===== src/efd_pkg.sv =====
// efd_pkg: shared constants and types for the escaped frame deframer.
// Used by efd_decode and escaped_frame_deframer; depends on nothing.
package efd_pkg;

  localparam logic [7:0] SYNC_BYTE = 8'hE0;
  localparam logic [7:0] ESC_BYTE  = 8'hD0;

  // Payload length plus sync, length, checksum and one more header byte.
  localparam logic [8:0] FRAME_OVERHEAD = 9'd4;
  localparam logic [8:0] LENGTH_POS     = 9'd3;
  localparam logic [8:0] MAX_COUNT      = 9'd259;

  typedef enum logic [1:0] {
    ERR_NONE = 2'd0,
    ERR_SYNC = 2'd1,
    ERR_ESC  = 2'd2
  } err_t;

  typedef struct packed {
    logic       in_frame;
    logic       escape_armed;
    logic [8:0] count;
    logic [7:0] length;
  } dfr_state_t;

  typedef struct packed {
    logic       valid;
    logic [7:0] data;
    logic       first;
    logic       last;
    err_t       err;
  } dfr_result_t;

endpackage


===== src/efd_decode.sv =====
// efd_decode: per-byte decision logic of the deframer, purely combinational.
// Depends on efd_pkg for the state and result types and the marker bytes.
module efd_decode (
  input  efd_pkg::dfr_state_t  state,
  input  logic [7:0]           in_byte,
  output efd_pkg::dfr_state_t  state_next,
  output efd_pkg::dfr_result_t result
);

  logic [7:0] data;
  logic [8:0] count_inc;
  logic [7:0] length_eff;
  logic       done;

  assign data       = state.escape_armed ? in_byte + 8'd1 : in_byte;
  assign count_inc  = state.count + 9'd1;
  assign length_eff = (count_inc == efd_pkg::LENGTH_POS) ? data : state.length;
  assign done       = (count_inc >= efd_pkg::LENGTH_POS) &&
                      (count_inc == {1'b0, length_eff} + efd_pkg::FRAME_OVERHEAD);

  always_comb begin
    state_next   = state;
    result.valid = 1'b0;
    result.data  = 8'd0;
    result.first = 1'b0;
    result.last  = 1'b0;
    result.err   = efd_pkg::ERR_NONE;
    priority if (!state.in_frame) begin
      if (in_byte == efd_pkg::SYNC_BYTE) begin
        state_next.in_frame     = 1'b1;
        state_next.escape_armed = 1'b0;
        state_next.count        = 9'd1;
        state_next.length       = 8'd0;
        result.valid            = 1'b1;
        result.data             = in_byte;
        result.first            = 1'b1;
      end
    end else if (in_byte == efd_pkg::SYNC_BYTE) begin
      state_next   = '0;
      result.valid = 1'b1;
      result.err   = efd_pkg::ERR_SYNC;
    end else if (in_byte == efd_pkg::ESC_BYTE) begin
      if (state.escape_armed) begin
        state_next   = '0;
        result.valid = 1'b1;
        result.err   = efd_pkg::ERR_ESC;
      end else begin
        state_next.escape_armed = 1'b1;
      end
    end else begin
      result.valid = 1'b1;
      result.data  = data;
      if (done) begin
        state_next  = '0;
        result.last = 1'b1;
      end else begin
        state_next.escape_armed = 1'b0;
        state_next.count        = count_inc;
        state_next.length       = length_eff;
      end
    end
  end

endmodule


===== src/escaped_frame_deframer.sv =====
// escaped_frame_deframer: top level of the byte-stuffed frame deframer.
// Depends on efd_pkg and efd_decode.
//
//  channel | signals                                    | direction
//  --------+--------------------------------------------+----------
//  in      | in_valid, in_ready, in_byte                | into block
//  out     | out_valid, out_ready, out_byte, is_first,  | out of block
//          | is_last, error_code                        |
//
// One raw byte is taken per item; the decode is a single pass of compare and
// increment logic from the frame state registers into the result register.
// An item yields zero or one result.
// Reset (rst, synchronous) returns the block to hunting for sync and empties
// the result register. A stall on the output holds the result register; the
// input is still taken in that cycle only if the waiting result leaves.
module escaped_frame_deframer (
  input  logic       clk,
  input  logic       rst,
  input  logic       in_valid,
  output logic       in_ready,
  input  logic [7:0] in_byte,
  output logic       out_valid,
  input  logic       out_ready,
  output logic [7:0] out_byte,
  output logic       is_first,
  output logic       is_last,
  output logic [1:0] error_code
);

  efd_pkg::dfr_state_t  state;
  efd_pkg::dfr_state_t  state_next;
  efd_pkg::dfr_result_t result;
  logic                 in_accept;

  // The decoder sees the frame state and the incoming byte and says what the
  // state becomes and which result, if any, the byte produces.
  efd_decode u_decode (
    .state      (state),
    .in_byte    (in_byte),
    .state_next (state_next),
    .result     (result)
  );

  // A new byte is welcome whenever the result register is empty or is being
  // drained in this same cycle, so a byte can follow in every cycle unless the output stalls.
  assign in_ready  = !out_valid || out_ready;
  assign in_accept = in_valid && in_ready;

  always_ff @(posedge clk) begin
    if (rst) begin
      state <= '0;
    end else if (in_accept) begin
      state <= state_next;
    end
  end

  // A new result refills the register; otherwise a drained result empties it.
  always_ff @(posedge clk) begin
    if (rst) begin
      out_valid <= 1'b0;
    end else if (in_accept && result.valid) begin
      out_valid <= 1'b1;
    end else if (out_ready) begin
      out_valid <= 1'b0;
    end
  end

  // Result payload carries no reset; it is qualified by out_valid.
  always_ff @(posedge clk) begin
    if (in_accept && result.valid) begin
      out_byte   <= result.data;
      is_first   <= result.first;
      is_last    <= result.last;
      error_code <= 2'(result.err);
    end
  end

  // An aborted frame reports nothing but the error code.
  a_err_clean: assert property (@(posedge clk) disable iff (rst)
    out_valid && (error_code != 2'(efd_pkg::ERR_NONE))
      |-> (out_byte == 8'd0) && !is_first && !is_last)
    else $error("error result carries frame data");

  // The first byte of a frame is always the sync byte.
  a_first_sync: assert property (@(posedge clk) disable iff (rst)
    out_valid && is_first |-> (out_byte == efd_pkg::SYNC_BYTE) && !is_last)
    else $error("first byte is not sync");

  // While hunting, the frame counters rest at zero.
  a_hunt_idle: assert property (@(posedge clk) disable iff (rst)
    !state.in_frame |-> (state.count == 9'd0) && !state.escape_armed)
    else $error("hunting with live frame state");

  // The decoded count never passes the longest possible frame.
  a_count_bound: assert property (@(posedge clk) disable iff (rst)
    state.count < efd_pkg::MAX_COUNT)
    else $error("decoded count overran the frame");

  // A sync byte inside a frame always sends the block back to hunting.
  a_sync_abort: assert property (@(posedge clk) disable iff (rst)
    in_accept && state.in_frame && (in_byte == efd_pkg::SYNC_BYTE)
      |=> !state.in_frame && out_valid
          && (error_code == 2'(efd_pkg::ERR_SYNC)))
    else $error("sync inside frame did not abort");

endmodule


===== config.mk =====
export PLATFORM = sky130hd
export DESIGN_NAME = escaped_frame_deframer
export DESIGN_NICKNAME = d
export VERILOG_FILES = /design/src/efd_pkg.sv /design/src/efd_decode.sv /design/src/escaped_frame_deframer.sv
export SDC_FILE = /design/constraint.sdc
export NUM_CORES = 1
export LEC_CHECK = 0
export BUFFER_PORTS_ARGS = -buffer_cell sky130_fd_sc_hd__buf_2
export CORE_MARGIN = 2
export CORE_UTILIZATION = 64
export DETAILED_ROUTE_END_ITERATION = 10
export PLACE_DENSITY_LB_ADDON = 0.05
export SYNTH_ARGS = -nofsm -noshare
export SYNTH_HDL_FRONTEND = slang
export SYNTH_SLANG_ARGS = --single-unit

===== constraint.sdc =====
create_clock -name clk -period 10.9 [get_ports clk]
set_clock_uncertainty 0.05 [all_clocks]
set_input_delay 2.18 -clock clk [delete_from_list [all_inputs] [get_ports clk]]
set_output_delay 2.18 -clock clk [all_outputs]
set_load 0.005 [all_outputs]

Yosys cells after proc, flatten, opt, wreduce, memory -nomap -nowiden. Cells that the tools add are included.

$lt $le $gt $ge: 1. Add/subtract/negate cells: 3. Reductions and logical operators: 11. Equal/unequal tests: 5. Mux-type cells: 23. Bitwise gates (word level): 2.

Operators with widths (count): 19-bit two-way mux (4); 17-bit two-way mux (2); 8-bit two-way mux (4); 8-bit equality test (second input constant) (2); 1-bit two-way mux (10); 10-bit two-way mux (1); 8-bit by 3-bit adder with 9-bit output (second input constant) (1); 9-bit by 1-bit adder with 9-bit output (second input constant) (1); 9-bit by 2-bit equality test with 1-bit output (second input constant) (1); 9-bit equality test (1); 9-bit by 2-bit >= comparator with 1-bit output (second input constant) (1); 9-bit two-way mux (1); 8-bit by 1-bit adder with 8-bit output (second input constant) (1); 3-bit OR reduction (2); 2-bit nonzero test (2); 1-bit logical AND (3); 3-bit by 2-bit != test with 1-bit output (second input constant) (1); 3-bit AND reduction (1); 2-bit two-way mux (1); 1-bit NOT (2); 2-bit AND reduction (1); 1-bit zero test (1); 1-bit logical OR (1).

Register bits after elaboration: 32. Output and inout port bits: 14. Word-level logic and storage cells: 55. Input port bits: 12.

Depth between registers and ports, before layout.
Depth after elaboration: 10. Mapped depth: 21. Mapped depth without buffers: 18.

Modules after synthesis. From an unflattened synthesis, not the netlist that was laid out.

Cell total of the unflattened synthesis: 308. Area total of the unflattened synthesis: 2642.5 um2.

Modules (own cells, without submodules): efd_decode (seq. area each 0.0 um2, area an instance 1370.1 um2, instances 1, cells each 204); escaped_frame_deframer (seq. area each 760.7 um2, area an instance 1272.5 um2, instances 1, cells each 104).

Worst setup path before layout. No wires, ideal clock.

Path type: input port to flip-flop. Start point: input port in_byte[0]. End point: register state[10] (netlist name). Slack: 5543 ps. Arrival time: 5190 ps. Setup time: 117 ps. Path buffers: 2. Stages: 16. Cells stage by stage: buf_2 and2_1 nand3_1 xor2_1 o21ai_0 ha_1 inv_1 o32ai_2 xnor2_1 a311o_1 o21ai_0 nand4_1 o31ai_4 nor2_4 buf_6 a22o_1.

Cells in the longest elaborated chain, start to end: 10.

Ends and longest elaborated chain: start: declaration (RTL line escaped_frame_deframer.sv:21) `input logic [7:0] in_byte,`; 8-bit by 1-bit adder with 8-bit output (RTL line efd_decode.sv:15) `assign data = state.escape_armed ? in_byte + 8'd1 : in_byte;`; 8-bit two-way mux (RTL line efd_decode.sv:15); 8-bit two-way mux (RTL line efd_decode.sv:17) `assign length_eff = (count_inc == efd_pkg::LENGTH_POS) ? data : state.length;`; 8-bit by 3-bit adder with 9-bit output (RTL line efd_decode.sv:19) `(count_inc == {1'b0, length_eff} + efd_pkg::FRAME_OVERHEAD);`; 9-bit equality test (RTL line efd_decode.sv:19); 1-bit logical AND (RTL line efd_decode.sv:18) `assign done = (count_inc >= efd_pkg::LENGTH_POS) &&`; 17-bit two-way mux (RTL line efd_decode.sv:53) `if (done) begin`; 19-bit two-way mux (RTL line efd_decode.sv:42) `end else if (in_byte == efd_pkg::ESC_BYTE) begin`; 19-bit two-way mux (RTL line efd_decode.sv:38) `end else if (in_byte == efd_pkg::SYNC_BYTE) begin`; 19-bit two-way mux (RTL line efd_decode.sv:28) `priority if (!state.in_frame) begin`.

Parallel ways exist; a longest one is shown, timed or not. A chain may end at the register's enable or synchronous reset.

Worst setup path in the final report.
Start point: input port in_byte[0]. End point: register state[6] (netlist name).

Cells in the longest elaborated chain, start to end: 10.

Ends and longest elaborated chain (RTL line): 8-bit by 1-bit adder with 8-bit output (efd_decode.sv:15); 8-bit two-way mux (efd_decode.sv:15); 8-bit two-way mux (efd_decode.sv:17); 8-bit by 3-bit adder with 9-bit output (efd_decode.sv:19); 9-bit equality test (efd_decode.sv:19); 1-bit logical AND (efd_decode.sv:18); 17-bit two-way mux (efd_decode.sv:53); 19-bit two-way mux (efd_decode.sv:42); 19-bit two-way mux (efd_decode.sv:38); 19-bit two-way mux (efd_decode.sv:28).

Parallel ways exist; a longest one is shown, timed or not.

==> results.tsv <==
stage	metric	value	unit
placement	HPWL after DPL	4392	um
logic_synthesis	Synth Register Bits	32	
worst_setup_path	critical path, cell by cell	buf_2 -> ha_1 -> nand2_1 -> xor2_1 -> o21ai_0 -> ha_1 -> inv_1 -> o32ai_2 -> xnor2_1 -> a311o_1 -> o21ai_0 -> nand4_1 -> o31ai_4 -> o22ai_2 -> a22o_1	
clocking	clock latency on the worst-skew pair	290	ps
timing	final-report max-slew violation count	0	
logic_synthesis	Yosys cell types	62	
worst_setup_path	Worst Setup SP	in_byte[0]	
clocking	number of H-tree levels	2	
detailed_routing	DR vias	2167	
logic_synthesis	syn_area_per_cell	8.445	um^2
grt	Tot GR Track Use	29.70	%
logic_synthesis	Post-Syn Area	2424	um^2
layout	filler instances	309	
floorplan	Ports	26	
worst_setup_path	Arr. time, crit path	5800	ps
logic_synthesis	Synth Warn #	0	
worst_setup_path	R2R setup slack	5710	ps
worst_setup_path	largest stage delay on the critical path	480	ps
timing	Post-Route Setup TNS	0	ps
run_status	status	finished clean	
clocking	CTS Buf Count	5	
clocking	hold_buf cts	0	
worst_setup_path	CP max FO	10	
logic_synthesis	number of synthesized flops with an enable pin	12	
layout	area occupied by multi-input gates	1491	um^2
detailed_routing	DRC	0	
floorplan	die area	4295	um^2
layout	register area	760.7	um^2
timing	Hold Vio Cnt, Final	0	
detailed_routing	drt pass-1 iters	5	
worst_setup_path	Critical R2R Launch	state[8]	
timing	Max Freq	0.1766	GHz
worst_setup_path	R2R cell count	17	
min_path	Hold Path Depth	1	
clocking	CTS sink cnt	32	
clocking	setup bufs post-CTS	0	
worst_setup_path	startpoint types	primary input	
placement	IO buf count	25	
layout	most frequent cells in the layout	nand2_1, nor2_1, buf_2	
floorplan	core outline area	3661	um^2
logic_synthesis	Seq/Total Area, Yosys	31.39	%
logic_synthesis	Cells after Synth	287	
flow_run	max_cap viols	0	
clocking	Gates resized, CTS repair	0	
detailed_routing	Via density	6.245	
floorplan	Row Count	22	
worst_setup_path	Worst EP required	11040	ps
power_and_ir_drop	LEAKAGE	0.9938	nW
layout	Finished Cell Area	2586	um^2
grt	number of global-route vias before repair	1986	
floorplan	Die X	65.54	um
detailed_routing	routed length per instance	16.41	um
clocking	Clk Tree Root Cell	clkbuf_8	
layout	area grow syn2layout	6.711	%
logic_synthesis	ys flop type	dfxtp_1	
clocking	CTS tree	yes	
timing	RSZ-0062 raised after global routing	false	
grt	largest net degree at the start of global routing	19	
detailed_routing	remaining antenna violation count	0	
power_and_ir_drop	Peak VDD IR	0.07272	mV
detailed_routing	detailed-route wire length	5694	um
logic_synthesis	asr flop ratio synth	0	%
layout	Nets	315	
timing	Final Cycle Share	51.94	%
timing	final-report setup violation count	0	
grt	GRT overflow	0	
layout	commonest non-fill, non-tap cell in the layout	nand2_1	
logic_synthesis	Net Count, Synth	304	
worst_setup_path	Setup crit end kind	register	
placement	global placement routability congestion	0.8771	
worst_setup_path	CP max stage cell	o31ai_4	
timing	minimum clock period	5661	ps
floorplan	Die H	65.54	um
detailed_routing	initial DRC count	219	
clocking	clock-pin slew on the worst setup and hold paths	70	ps
grt	initial antenna violation count	0	
power_and_ir_drop	pwr/cell area	97.70	nW/um^2
worst_setup_path	RR Endpoint	state[6]	
timing	relative slew slack	58.73	%
worst_setup_path	Crit Path Class	primary input to register	
min_path	Worst Hold Class	register to register	
timing	Slew @ Worst Pin	618.4	ps
layout	ratio of cells with drive above 1 in the final layout	15.72	%
placement	area post-placement	2475	um^2
worst_setup_path	CP endpoint	state[6]	
grt	first-pass GRT wire length	9611	um
floorplan	Initial Util	66.20	%
clocking	CTS max path bufs	2	
layout	Antenna diodes	0	
-- layer usage --
layer	global-route usage, %	up-vias	share of wire [%]
met1	41.42	999	44
met3	6.849	13	8.0
met2	45.03	90	46
met4	10.42	0	2.4
met5	0	-	0
li1	-	1065	-
-- report_power, final --
| part | internal, mW | switching (mW) | leakage [nW] | total [mW] |
|---|---|---|---|---|
| clock | 0.0676 | 0.0463 | 0.0541 | 0.114 |
| combinational | 0.00576 | 0.00986 | 0.650 | 0.0156 |
| sequential | 0.123 | 0.0000771 | 0.290 | 0.123 |
| total | 0.196 | 0.0562 | 0.994 | 0.253 |
-- critical path: cells and delay by family --
family / cells / cell delay, ps
compound gates: 7 / 2100
fa+ha+maj: 2 / 660
xor+xnor: 2 / 310
simple gates: 2 / 290
buf+inv: 2 / 250
-- worst min path at each step --
stage                     slack [ps]       from         to
after floorplan                  400  state[15]  state[15]
after global placement           420   state[1]   state[1]
after detailed placement         430   state[1]   state[1]
after CTS                        440   state[1]   state[1]
after global routing             450   state[0]   state[0]
final                            440   state[1]   state[1]
-- kinds of logic (layout without fill, tap and decap cells) --
logic type	after synthesis	in the layout	synth area share, %
flops	32	32	31.39
simple gates	118	118	24.52
xor+xnor	26	26	9.964
compound gates	74	74	24.06
fa+ha+maj	5	5	2.581
mux	1	1	0.4130
buf+inv	31	43	7.072
-- sequential cells by signal, indices dropped and copies added, names as in the netlist --
name	flops
error_code	2
out_byte	8
out_valid	1
state	19
is_first	1
is_last	1
-- synthesized netlist by cell type, types with 2 or more instances --
master / instances / area (um^2)
edfxtp_1: 12 / 360.4
a21oi_1: 6 / 30.03
ha_1: 5 / 62.56
nand3b_1: 2 / 15.01
nand2b_1: 2 / 12.51
buf_6: 5 / 56.30
clkbuf_1: 6 / 22.52
a31oi_1: 3 / 18.77
and4_1: 3 / 26.28
o31ai_1: 2 / 15.01
o21ai_0: 17 / 85.08
a22o_1: 7 / 61.31
nand2_2: 2 / 12.51
o22ai_1: 4 / 25.02
o32ai_2: 2 / 32.53
a211o_1: 2 / 17.52
a221o_1: 2 / 20.02
dfxtp_1: 20 / 400.4
buf_2: 7 / 35.03
nand4_1: 7 / 43.79
inv_1: 10 / 37.54
a21o_1: 5 / 37.54
nand3_1: 13 / 65.06
and3_1: 3 / 18.77
a32o_1: 4 / 40.04
xor2_1: 13 / 113.9
nor2b_1: 4 / 25.02
xnor2_1: 12 / 105.1
o211ai_1: 3 / 22.52
and2_1: 6 / 37.54
buf_4: 2 / 15.01
nor2_1: 25 / 93.84
nand2_1: 35 / 131.4
nor3_1: 8 / 40.04
-- area by class of cell --
| type | instances | share of cell area (%) |
|---|---|---|
| clock buffers | 5 | 2.661 |
| clock inverters | 3 | 1.645 |
| inverters | 10 | 1.451 |
| multi-input cells | 224 | 57.67 |
| flip-flops and latches | 32 | 29.41 |
| well taps | 48 | 2.322 |
| repair buffers | 25 | 4.838 |
-- metrics by stage --
step | std cells | power (mW) | hold WS (ps) | setup WS [ps] | utilization (%)
CTS | 347 | 0.2531 | 442.0 | 5272 | 70.64
finish | 347 | 0.2527 | 437.4 | 5239 | 70.64
global route | 347 | 0.2602 | 453.8 | 4845 | 70.64
floorplan | 287 | 0.1366 | 401.1 | 5543 | -
detailed placement | 339 | 0.1414 | 425.3 | 4972 | 67.60
global placement | 339 | 0.1411 | 418.2 | 5106 | 67.60
(Power assumes the default switching activity.)
